File: src/sv/pbrf_pkg.sv
// Shared types, codes and helpers for the PE base relocation fixup block.
`default_nettype none
package pbrf_pkg;

   localparam logic [3:0] TYPE_ABSOLUTE = 4'd0;
   localparam logic [3:0] TYPE_HIGH     = 4'd1;
   localparam logic [3:0] TYPE_LOW      = 4'd2;
   localparam logic [3:0] TYPE_HIGHLOW  = 4'd3;
   localparam logic [3:0] TYPE_HI20     = 4'd5;
   localparam logic [3:0] TYPE_LOW12I   = 4'd7;   // also ARM MOV32T
   localparam logic [3:0] TYPE_LOW12S   = 4'd8;
   localparam logic [3:0] TYPE_DIR64    = 4'd10;

   localparam logic [1:0] ARCH_RISCV = 2'd1;
   localparam logic [1:0] ARCH_THUMB = 2'd2;

   localparam logic [1:0] SZ_NONE = 2'd0;
   localparam logic [1:0] SZ_16   = 2'd1;
   localparam logic [1:0] SZ_32   = 2'd2;
   localparam logic [1:0] SZ_64   = 2'd3;

   localparam logic [1:0] STS_OK      = 2'd0;
   localparam logic [1:0] STS_BADTYPE = 2'd1;
   localparam logic [1:0] STS_NOHI20  = 2'd2;
   localparam logic [1:0] STS_HALTED  = 2'd3;

   localparam logic CSR_LOAD_OFFSET = 1'b0;
   localparam logic CSR_ARCH_MODE   = 1'b1;

   localparam logic [31:0] RV_ROUND = 32'h0000_0800;

   typedef struct packed {
      logic [15:0] entry;
      logic [31:0] page_base;
      logic [63:0] target_data;
   } item_type;

   typedef struct packed {
      logic [31:0] write_addr;
      logic [63:0] write_data;
      logic [1:0]  write_size;
      logic [1:0]  status;
      logic        last;
   } res_type;

   typedef struct packed {
      logic        hi_pending;
      logic [31:0] hi_addr;
      logic [31:0] hi_word;
      logic        halted;
   } st_type;

   typedef struct packed {
      logic [63:0] load_offset;
      logic [1:0]  arch_mode;
   } cfg_type;

   // Thumb MOVW/MOVT immediate imm4:i:imm3:imm8 from one 32-bit instruction.
   function automatic logic [15:0] thumb_imm(input logic [31:0] word);
      return {word[3:0], word[10], word[30:28], word[23:16]};
   endfunction

   function automatic logic [31:0] thumb_put(input logic [31:0] word,
                                             input logic [15:0] imm);
      return {word[31], imm[10:8], word[27:24], imm[7:0],
              word[15:11], imm[11], word[9:4], imm[15:12]};
   endfunction

endpackage
`default_nettype wire

File: src/sv/pbrf_calc.sv
// Per-entry fixup logic: decodes one entry and forms its results and next state.
`default_nettype none
module pbrf_calc (
   input  pbrf_pkg::item_type item,
   input  pbrf_pkg::cfg_type  cfg,
   input  pbrf_pkg::st_type   st,
   output pbrf_pkg::res_type  res0,
   output pbrf_pkg::res_type  res1,
   output logic               two,
   output pbrf_pkg::st_type   st_in
);
   import pbrf_pkg::*;

   logic [3:0]  etype;
   logic [31:0] addr;
   logic [31:0] word;
   logic [31:0] off32;
   logic [15:0] sum16_hi;
   logic [15:0] sum16_lo;
   logic [31:0] sum32;
   logic [63:0] sum64;
   logic [31:0] th_val;
   logic [11:0] lo12;
   logic [31:0] rv_val;
   logic [31:0] rv_rnd;
   logic [31:0] hw;
   logic [31:0] lw;

   assign etype    = item.entry[15:12];
   assign addr     = item.page_base + {20'd0, item.entry[11:0]};
   assign word     = item.target_data[31:0];
   assign off32    = cfg.load_offset[31:0];
   assign sum16_hi = item.target_data[15:0] + cfg.load_offset[31:16];
   assign sum16_lo = item.target_data[15:0] + cfg.load_offset[15:0];
   assign sum32    = word + off32;
   assign sum64    = item.target_data + cfg.load_offset;
   assign th_val   = {thumb_imm(item.target_data[63:32]), thumb_imm(word)} + off32;
   assign lo12     = (etype == TYPE_LOW12I) ? word[31:20] : {word[31:25], word[11:7]};
   assign rv_val   = {st.hi_word[31:12], 12'd0} + {{20{lo12[11]}}, lo12} + off32;
   assign rv_rnd   = rv_val + RV_ROUND;
   assign hw       = {rv_rnd[31:12], st.hi_word[11:0]};
   assign lw       = (etype == TYPE_LOW12I) ? {rv_val[11:0], word[19:0]}
                   : {rv_val[11:5], word[24:12], rv_val[4:0], word[6:0]};

   always_comb begin
      res0  = '{write_addr: 32'd0, write_data: 64'd0, write_size: SZ_NONE,
                status: STS_OK, last: 1'b1};
      res1  = res0;
      two   = 1'b0;
      st_in = st;
      if (st.halted) begin
         res0.status = STS_HALTED;
      end else begin
         case (etype)
            TYPE_ABSOLUTE: begin
            end
            TYPE_HIGH: begin
               res0.write_addr = addr;
               res0.write_data = {48'd0, sum16_hi};
               res0.write_size = SZ_16;
            end
            TYPE_LOW: begin
               res0.write_addr = addr;
               res0.write_data = {48'd0, sum16_lo};
               res0.write_size = SZ_16;
            end
            TYPE_HIGHLOW: begin
               res0.write_addr = addr;
               res0.write_data = {32'd0, sum32};
               res0.write_size = SZ_32;
            end
            TYPE_DIR64: begin
               res0.write_addr = addr;
               res0.write_data = sum64;
               res0.write_size = SZ_64;
            end
            TYPE_HI20: begin
               if (cfg.arch_mode == ARCH_RISCV) begin
                  st_in.hi_pending = 1'b1;
                  st_in.hi_addr    = addr;
                  st_in.hi_word    = word;
               end else begin
                  res0.status  = STS_BADTYPE;
                  st_in.halted = 1'b1;
               end
            end
            TYPE_LOW12I, TYPE_LOW12S: begin
               if (etype == TYPE_LOW12I && cfg.arch_mode == ARCH_THUMB) begin
                  res0.write_addr = addr;
                  res0.write_data = {thumb_put(item.target_data[63:32], th_val[31:16]),
                                     thumb_put(word, th_val[15:0])};
                  res0.write_size = SZ_64;
               end else if (cfg.arch_mode != ARCH_RISCV) begin
                  res0.status  = STS_BADTYPE;
                  st_in.halted = 1'b1;
               end else if (!st.hi_pending) begin
                  res0.status  = STS_NOHI20;
                  st_in.halted = 1'b1;
               end else begin
                  res0.write_addr  = st.hi_addr;
                  res0.write_data  = {32'd0, hw};
                  res0.write_size  = SZ_32;
                  res0.last        = 1'b0;
                  res1.write_addr  = addr;
                  res1.write_data  = {32'd0, lw};
                  res1.write_size  = SZ_32;
                  two              = 1'b1;
                  st_in.hi_pending = 1'b0;
               end
            end
            default: begin
               res0.status  = STS_BADTYPE;
               st_in.halted = 1'b1;
            end
         endcase
      end
   end

endmodule
`default_nettype wire

File: src/sv/pbrf_outq.sv
// Result register with one spare slot for the second result of a paired entry.
`default_nettype none
module pbrf_outq (
   input  logic              clock,
   input  logic              reset,
   input  logic              push,
   input  pbrf_pkg::res_type res0,
   input  pbrf_pkg::res_type res1,
   input  logic              two,
   output logic              free,
   output logic              rsp_valid,
   input  logic              rsp_ready,
   output pbrf_pkg::res_type rsp
);
   import pbrf_pkg::*;

   logic    valid0_ff, valid0_in;
   logic    pend1_ff, pend1_in;
   res_type slot0_ff, slot0_in;
   res_type slot1_ff, slot1_in;

   assign free      = !valid0_ff || (rsp_ready && !pend1_ff);
   assign rsp_valid = valid0_ff;
   assign rsp       = slot0_ff;

   always_comb begin
      valid0_in = valid0_ff;
      pend1_in  = pend1_ff;
      slot0_in  = slot0_ff;
      slot1_in  = slot1_ff;
      if (push) begin
         valid0_in = 1'b1;
         pend1_in  = two;
         slot0_in  = res0;
         slot1_in  = res1;
      end else if (valid0_ff && rsp_ready) begin
         if (pend1_ff) begin
            slot0_in = slot1_ff;
            pend1_in = 1'b0;
         end else begin
            valid0_in = 1'b0;
         end
      end
   end

   always_ff @(posedge clock) begin
      if (reset) begin
         valid0_ff <= 1'b0;
         pend1_ff  <= 1'b0;
      end else begin
         valid0_ff <= valid0_in;
         pend1_ff  <= pend1_in;
      end
      slot0_ff <= slot0_in;
      slot1_ff <= slot1_in;
   end

   a_pend_needs_head: assert property (@(posedge clock) disable iff (reset)
      pend1_ff |-> valid0_ff && !slot0_ff.last)
      else $error("spare slot held behind an empty or final head");

   a_nonlast_has_pend: assert property (@(posedge clock) disable iff (reset)
      valid0_ff && !slot0_ff.last |-> pend1_ff)
      else $error("non-final result without its follower");

   a_pend_drains: assert property (@(posedge clock) disable iff (reset)
      valid0_ff && rsp_ready && pend1_ff |=> valid0_ff && slot0_ff.last)
      else $error("second result lost after first transfer");

   a_no_push_over_pend: assert property (@(posedge clock) disable iff (reset)
      push |-> !pend1_ff)
      else $error("new entry issued over a pending second result");

endmodule
`default_nettype wire

File: src/sv/pe_base_relocation_fixup.sv
// Top level of the PE base relocation fixup block: input stage, config, state, results.
//
//  channel | ports        | payload
//  --------+--------------+--------------------------------------------------
//  request | req_*        | entry, page_base, target_data
//  result  | rsp_*        | write_addr, write_data, write_size, status, last
//  config  | csr_*        | index 0 load_offset, index 1 arch_mode
//
// One entry per cycle while ready is high; an entry enters the input register, then
// is decoded and added in one pass into the result register, from which its result
// transfers. A RISC-V LOW12 pair gives two results and holds the next entry for one
// extra transfer. Reset clears the pending HI20, the halt flag and the config
// registers. Ready falls only while the input register holds an entry that cannot
// move: the result register is full and not draining, or a pair's second result
// is still queued.
`default_nettype none
module pe_base_relocation_fixup (
   input  logic        clock,
   input  logic        reset,
   input  logic        req_valid,
   output logic        req_ready,
   input  logic [15:0] req_entry,
   input  logic [31:0] req_page_base,
   input  logic [63:0] req_target_data,
   output logic        rsp_valid,
   input  logic        rsp_ready,
   output logic [31:0] rsp_write_addr,
   output logic [63:0] rsp_write_data,
   output logic [1:0]  rsp_write_size,
   output logic [1:0]  rsp_status,
   output logic        rsp_last,
   input  logic        csr_write_en,
   input  logic        csr_index,
   input  logic [63:0] csr_wdata
);
   import pbrf_pkg::*;

   logic     in_valid_ff, in_valid_in;
   item_type item_ff, item_in;
   cfg_type  cfg_ff, cfg_in;
   st_type   st_ff, st_in;
   st_type   st_next;
   res_type  res0;
   res_type  res1;
   res_type  rsp;
   logic     two;
   logic     free;
   logic     issue;

   assign issue     = in_valid_ff && free;
   assign req_ready = !in_valid_ff || free;

   always_comb begin
      in_valid_in = in_valid_ff;
      item_in     = item_ff;
      if (req_valid && req_ready) begin
         in_valid_in = 1'b1;
         item_in     = '{entry: req_entry, page_base: req_page_base,
                         target_data: req_target_data};
      end else if (issue) begin
         in_valid_in = 1'b0;
      end
   end

   always_comb begin
      cfg_in = cfg_ff;
      if (csr_write_en) begin
         case (csr_index)
            CSR_LOAD_OFFSET: cfg_in.load_offset = csr_wdata;
            CSR_ARCH_MODE:   cfg_in.arch_mode   = csr_wdata[1:0];
            default:         cfg_in = cfg_ff;
         endcase
      end
   end

   assign st_in = issue ? st_next : st_ff;

   always_ff @(posedge clock) begin
      if (reset) begin
         in_valid_ff <= 1'b0;
         cfg_ff      <= '0;
         st_ff       <= '0;
      end else begin
         in_valid_ff <= in_valid_in;
         cfg_ff      <= cfg_in;
         st_ff       <= st_in;
      end
      item_ff <= item_in;
   end

   pbrf_calc u_calc (
      .item  (item_ff),
      .cfg   (cfg_ff),
      .st    (st_ff),
      .res0  (res0),
      .res1  (res1),
      .two   (two),
      .st_in (st_next)
   );

   pbrf_outq u_outq (
      .clock     (clock),
      .reset     (reset),
      .push      (issue),
      .res0      (res0),
      .res1      (res1),
      .two       (two),
      .free      (free),
      .rsp_valid (rsp_valid),
      .rsp_ready (rsp_ready),
      .rsp       (rsp)
   );

   assign rsp_write_addr = rsp.write_addr;
   assign rsp_write_data = rsp.write_data;
   assign rsp_write_size = rsp.write_size;
   assign rsp_status     = rsp.status;
   assign rsp_last       = rsp.last;

endmodule
`default_nettype wire
File: config.mk
export PLATFORM = sky130hd
export DESIGN_NAME = pe_base_relocation_fixup
export DESIGN_NICKNAME = d
export VERILOG_FILES = /design/src/sv/pbrf_pkg.sv /design/src/sv/pbrf_calc.sv /design/src/sv/pbrf_outq.sv /design/src/sv/pe_base_relocation_fixup.sv
export SDC_FILE = /design/constraint.sdc
export NUM_CORES = 1
export LEC_CHECK = 0
export BUFFER_PORTS_ARGS = -buffer_cell sky130_fd_sc_hd__buf_2
export CAP_MARGIN = 20
export CORE_MARGIN = 1.5
export CORE_UTILIZATION = 46
export CTS_CLUSTER_SIZE = 40
export DETAILED_ROUTE_END_ITERATION = 10
export PLACE_DENSITY = 0.63
export SYNTH_ARGS = -nofsm -noshare
export SYNTH_HDL_FRONTEND = slang
export SYNTH_SLANG_ARGS = --single-unit
export TNS_END_PERCENT = 50
File: constraint.sdc
create_clock -name clock -period 10.17 [get_ports clock]
set_clock_uncertainty 0.05 [all_clocks]
set_input_delay 1.017 -clock clock [delete_from_list [all_inputs] [get_ports clock]]
set_output_delay 1.017 -clock clock [all_outputs]
set_load 0.005 [all_outputs]
## Word level (Yosys, flattened, before mapping)

Index checks and enable logic that the tools add are counted.

| operators by class | value |
|---|---|
| add/subtract/negate cells | 9 |
| $mul | 0 |
| divide/modulo/power cells | 0 |
| magnitude comparators | 0 |
| equality and inequality tests | 14 |
| shifts and indexed selects | 0 |
| mux-type cells | 41 |
| bitwise operators | 4 |
| reductions and logical operators | 25 |

Operators by type and width:

| kind | count |
|---|---|
| $pmux 98 s5 | 1 |
| $mux 98 | 4 |
| $mux 101 | 3 |
| $add 32x32->32 | 4 |
| $mux 65 | 1 |
| $add 64x64->64 | 1 |
| $add 16x16->16 | 2 |
| $add 32x12->32 | 1 |
| $add 32x12->32 const B | 1 |
| $mux 25 | 1 |
| $mux 1 | 22 |
| $reduce_or 5->1 | 2 |
| $eq 4x2->1 const B | 2 |
| $eq 4x3->1 const B | 2 |
| $eq 4x4->1 const B | 2 |
| $mux 2 | 4 |
| $reduce_and 2->1 | 4 |
| $reduce_bool 2->1 | 4 |
| $ne 2x2->1 const B | 3 |
| $pmux 2 s3 | 1 |
| $reduce_and 6->1 | 1 |
| $logic_and 1x1->1 | 5 |
| $mux 5 | 1 |
| $eq 4x1->1 const B | 1 |
| other kinds (13) | 20 |

| word-level totals | value |
|---|---|
| flip-flop bits (word level) | 446 |
| latch bits | 0 |
| RAM bits | 0 |
| ROM bits | 0 |
| bits of input ports | 182 |
| output and inout bits | 103 |
| word-level logic and storage cells | 114 |
| memories kept | 0 |

## Logic depth before layout (Yosys ltp)

| depth | value |
|---|---|
| word-level depth | 11 |
| depth in mapped cells | 25 |

## Modules after synthesis

Synthesis repeated with hierarchy kept, for this count alone.

| second synthesis, totals | value |
|---|---|
| cells, all modules | 2966 |
| area, all modules | 29751.0 µm² |

By module, submodules not included:

| module | times used | cells each | area an instance (µm²) | sequential area each (µm²) |
|---|---|---|---|---|
| pbrf_calc | 1 | 1921 | 12678.4 | 0.0 |
| pe_base_relocation_fixup | 1 | 719 | 9684.3 | 6025.8 |
| pbrf_outq | 1 | 326 | 7388.3 | 6105.9 |

## Least setup slack after synthesis

OpenSTA, ideal clock, no wires.

| timing path | value |
|---|---|
| path type | input port to flip-flop |
| start | input rsp_ready |
| end | register item_ff[0] (netlist name) (enable) |
| data arrival time | 6791 ps |
| required time | 9500 ps |
| slack | 2709 ps |
| cell stages on the path | 4 |
| buffers on the path | 0 |
| path through | inv_1 o21ai_0 inv_1 a21oi_1 |

| on the way | value |
|---|---|
| longest elaborated chain between the ends | 4 |

RTL lines:

| what | RTL line | source |
|---|---|---|
| start, declared | pe_base_relocation_fixup.sv:26 | `input logic rsp_ready,` |
| $logic_and 1x1->1 | pbrf_outq.sv:22 | `assign free = !valid0_ff \|\| (rsp_ready && !pend1_ff);` |
| $logic_or 1x1->1 | pbrf_outq.sv:22 |  |
| $logic_or 1x1->1 | pe_base_relocation_fixup.sv:51 | `assign req_ready = !in_valid_ff \|\| free;` |
| $logic_and 1x1->1 | pe_base_relocation_fixup.sv:56 | `if (req_valid && req_ready) begin` |
| end signal, assigned | pe_base_relocation_fixup.sv:88 | `item_ff <= item_in;` |
| end, declared | pe_base_relocation_fixup.sv:39 | `item_type item_ff, item_in;` |

No other way between the ends.
A chain may end at the register's enable or synchronous reset.

==> qor.yml <==
power:
  p_sw_uw: 1220
  intPower_uw: 3140
  pwr_density_cell_mw_per_mm2: 155
  peakVddDrop_mv: 0.151
  totalPowerFinal_uw: 4360
  leakage_uw: 0.0115
  share_comb_of_total_power_pct: 15.8
  p_seq_share_pct: 44.4
  p_clk_share_pct: 39.8
  switching_share_pct: 28.1
drt:
  drc: 0
  routed_via_density: 6.00
  drt_iter0_drc: 1848
  antenna_left: 0
  wl_um: 81300
  vias: 20900
  wl_per_cell_um: 23.3
  drt-pass1-iter-count: 6
sta:
  period_share_pct: 58.7
  hold_violations: 0
  setup_viol: 0
  fin_tns_setup_ns: 0
  drv_slew: 0
  fmax_mhz: 167
  grt_setup_unrepaired: "false"
  fin_hold_ws_ns: 0.411
  fin_crit_ns: 5.97
  worst_slew_pin_slew_ns: 1.14
  slew_headroom_pct: 23.1
hold_path:
  holdPathEnd: "st_ff[3]"
  hold_depth: 2
  hold_path_class: "reg -> reg"
  worstHoldStart: "st_ff[3]"
cts:
  cts_resized: 0
  cts-root-buf: "clkbuf_16"
  clkTransAtPathRegs_ns: 0.07
  htree_levels: 2
  clkSinkCount: 413
  cts.path.max_buffers: 3
  postCtsHoldBufs: 0
  cts_buffers: 46
  cts_tree: "done"
  clock_latency_ns: 0.62
  post_cts_buffers: 0
critical_path:
  r2r-start: "item_ff[108]"
  critPathRequiredTime_ns: 10.47
  crit_path_max_fanout: 16
  end_kind: "register"
  r2r_cells: 19
  critPathKind: "reg -> reg"
  worstSetupStartpointType: "register"
  ff2ff_setup_slack_ns: 4.20
  r2r_end: "u_outq.rsp[35]"
  worstPathArrival_ns: 6.27
synthesis:
  syn_nets: 2881
  synth_seq_cells: 413
  async_flop_share_pct: 0
  synth_top_area_share_pct: 34.2
  netlist_instances: 2512
  yosysWarnings: 0
  ys.flop_type: "edfxtp_1"
  synth-edff-count: 278
  syn_avg_cell_area_sq_um: 9.73
  synth.distinct_cells: 87
  ys_seq_area_share_pct: 45.2
  post-synth-top-area-cell: "edfxtp_1"
  netlist_area_sq_mm: 0.0244
  yosys-top-cells-area: "edfxtp_1 (34%), dfxtp_1 (11%), ha_1 (8.2%)"
global_route:
  grt_max_degree: 82
  grt_pass1_vias: 20300
  overflow: 0
  antenna_found_initial: 14
  groute.usage.overall_pct: 29.4
  grt_pass1_wl_um: 121000
finish:
  drive_above_1_share_pct: 16.1
  areaGrowthSynthToFinish_pct: 15.3
  nNetsFinal: 3118
  seqCellArea_sq_mm: 0.0111
  fill_cells: 4788
  multi_input_area_sq_mm: 0.0127
floorplan:
  rows: 84
  fp.dieH_um: 234
  ioPinCount: 285
  die_w_um: 234
  dieArea_sq_mm: 0.0545
  start_util_pct: 46.5
  floorplan.core_area_sq_mm: 0.0526
place:
  hpwl_um: 61000
  gp_congestion: 0.990
  port_buffers: 284
run:
  drv_cap: 0
status:
  status: "finished clean"
## worst max-delay path: stages, from the launching register on
cell and delay, ns:
edfxtp_1 0.61, nor3b_1 0.51, nand2_1 0.46, nand2_1 0.18, nand2_1 0.07, ha_1 0.27, ha_1 0.20, inv_1 0.07
fa_1 0.40, nand2b_1 0.19, a21oi_2 0.20, nor2_1 0.13, o22ai_1 0.22, o311ai_1 0.20, or4_1 0.54, nand4bb_4 0.30
nor3_4 0.21, or3b_1 0.38, xor2_1 0.15, a221o_1 0.35
## area by class of cell
| type | count | share of cell area, % |
|---|---|---|
| Clock inverter | 22 | 0.928 |
| Inverter | 66 | 0.879 |
| Clock buffer | 64 | 4.72 |
| Sequential cell | 413 | 39.2 |
| Antenna cell | 6 | 0.0533 |
| Multi-Input combinational cell | 1910 | 45.2 |
| Timing Repair Buffer | 312 | 5.94 |
| Tap cell | 688 | 3.05 |
## cells in the mapped netlist, drive strengths merged (24+ instances only)
| library cell | n |
|---|---|
| nand2 | 344 |
| edfxtp | 278 |
| a21oi | 263 |
| nor2 | 168 |
| ha | 161 |
| o21ai | 144 |
| dfxtp | 135 |
| clkbuf | 115 |
| xnor2 | 100 |
| a21o | 78 |
| xor2 | 71 |
| inv | 65 |
| nand3 | 52 |
| a22oi | 42 |
| a211oi | 41 |
| nor3 | 39 |
| o21bai | 27 |
| fa | 26 |
| and2 | 25 |
| and3 | 24 |
## registers in the layout (all words and copies together) (netlist names)
signal,cells
item_ff,112
u_outq.rsp,101
cfg_ff,66
st_ff,66
u_outq.slot1_ff,65
in_valid_ff,1
u_outq.pend1_ff,1
u_outq.rsp_valid,1
## cell usage in the layout, fill, tap and decap left out, types with 26 or more instances in the layout
cell	count
nand2_1	343
buf_2	283
edfxtp_1	278
a21oi_1	260
nor2_1	165
ha_1	161
o21ai_0	136
dfxtp_1	135
xnor2_1	98
a21o_1	78
xor2_1	71
inv_1	64
nand3_1	51
clkbuf_16	48
a22oi_1	42
a211oi_1	40
nor3_1	37
o21bai_1	27
buf_4	27
fa_1	26
## layer usage
metal / wire (um) / track usage [%] / share of wire (%)
met1: 34500 / 39.4 / 42
met2: 37200 / 47.1 / 46
met3: 6050 / 5.03 / 7.4
met4: 3520 / 12.1 / 4.3
met5: 72 / 0 / 0.089
## worst max path at each step
stage	start	slack [ns]	to
after global routing	item_ff[108]	3.75	u_outq.rsp[34]
after floorplan	rsp_ready	2.71	item_ff[0]
final	item_ff[108]	4.20	u_outq.rsp[35]
after global placement	item_ff[108]	4.37	u_outq.rsp[36]
after detailed placement	item_ff[108]	4.29	u_outq.rsp[35]
after CTS	item_ff[108]	4.24	u_outq.rsp[36]
## stage by stage
step	area, sq um	util [%]	worst slack, ns	std cells
2_1_floorplan	24400	-	2.71	2512
3_3_place_gp	26500	50.5	4.37	3387
3_5_place_dp	26600	50.6	4.29	3389
4_1_cts	28200	53.6	4.24	3475
5_1_grt	28200	53.6	3.75	3479
6_report	28200	53.6	4.20	3481
## kinds of logic (layout without fill, tap and decap cells)
| kind of cell | after synthesis | after routing | synth area share (%) |
|---|---|---|---|
| adder cells (fa/ha/maj) | 187 | 187 | 10.4 |
| multiplexers | 17 | 17 | 0.773 |
| other | 0 | 6 | 0 |
| AO/OA/AOI/OAI | 774 | 774 | 20.4 |
| buffers and inverters | 189 | 464 | 2.92 |
| XOR/XNOR | 171 | 171 | 6.19 |
| AND/OR/NAND/NOR | 761 | 761 | 14.1 |
| flip-flops | 413 | 413 | 45.2 |
## power groups by stage
stage | Sequential [uW] | Combinational [uW] | Clock (uW)
6_report | 1930 | 691 | 1730
5_1_grt | 1940 | 755 | 1830
4_1_cts | 1930 | 685 | 1760
3_5_place_dp | 1970 | 680 | 0
3_3_place_gp | 1970 | 675 | 0
2_1_floorplan | 1950 | 461 | 0
Power figures use the tool's default switching activity.
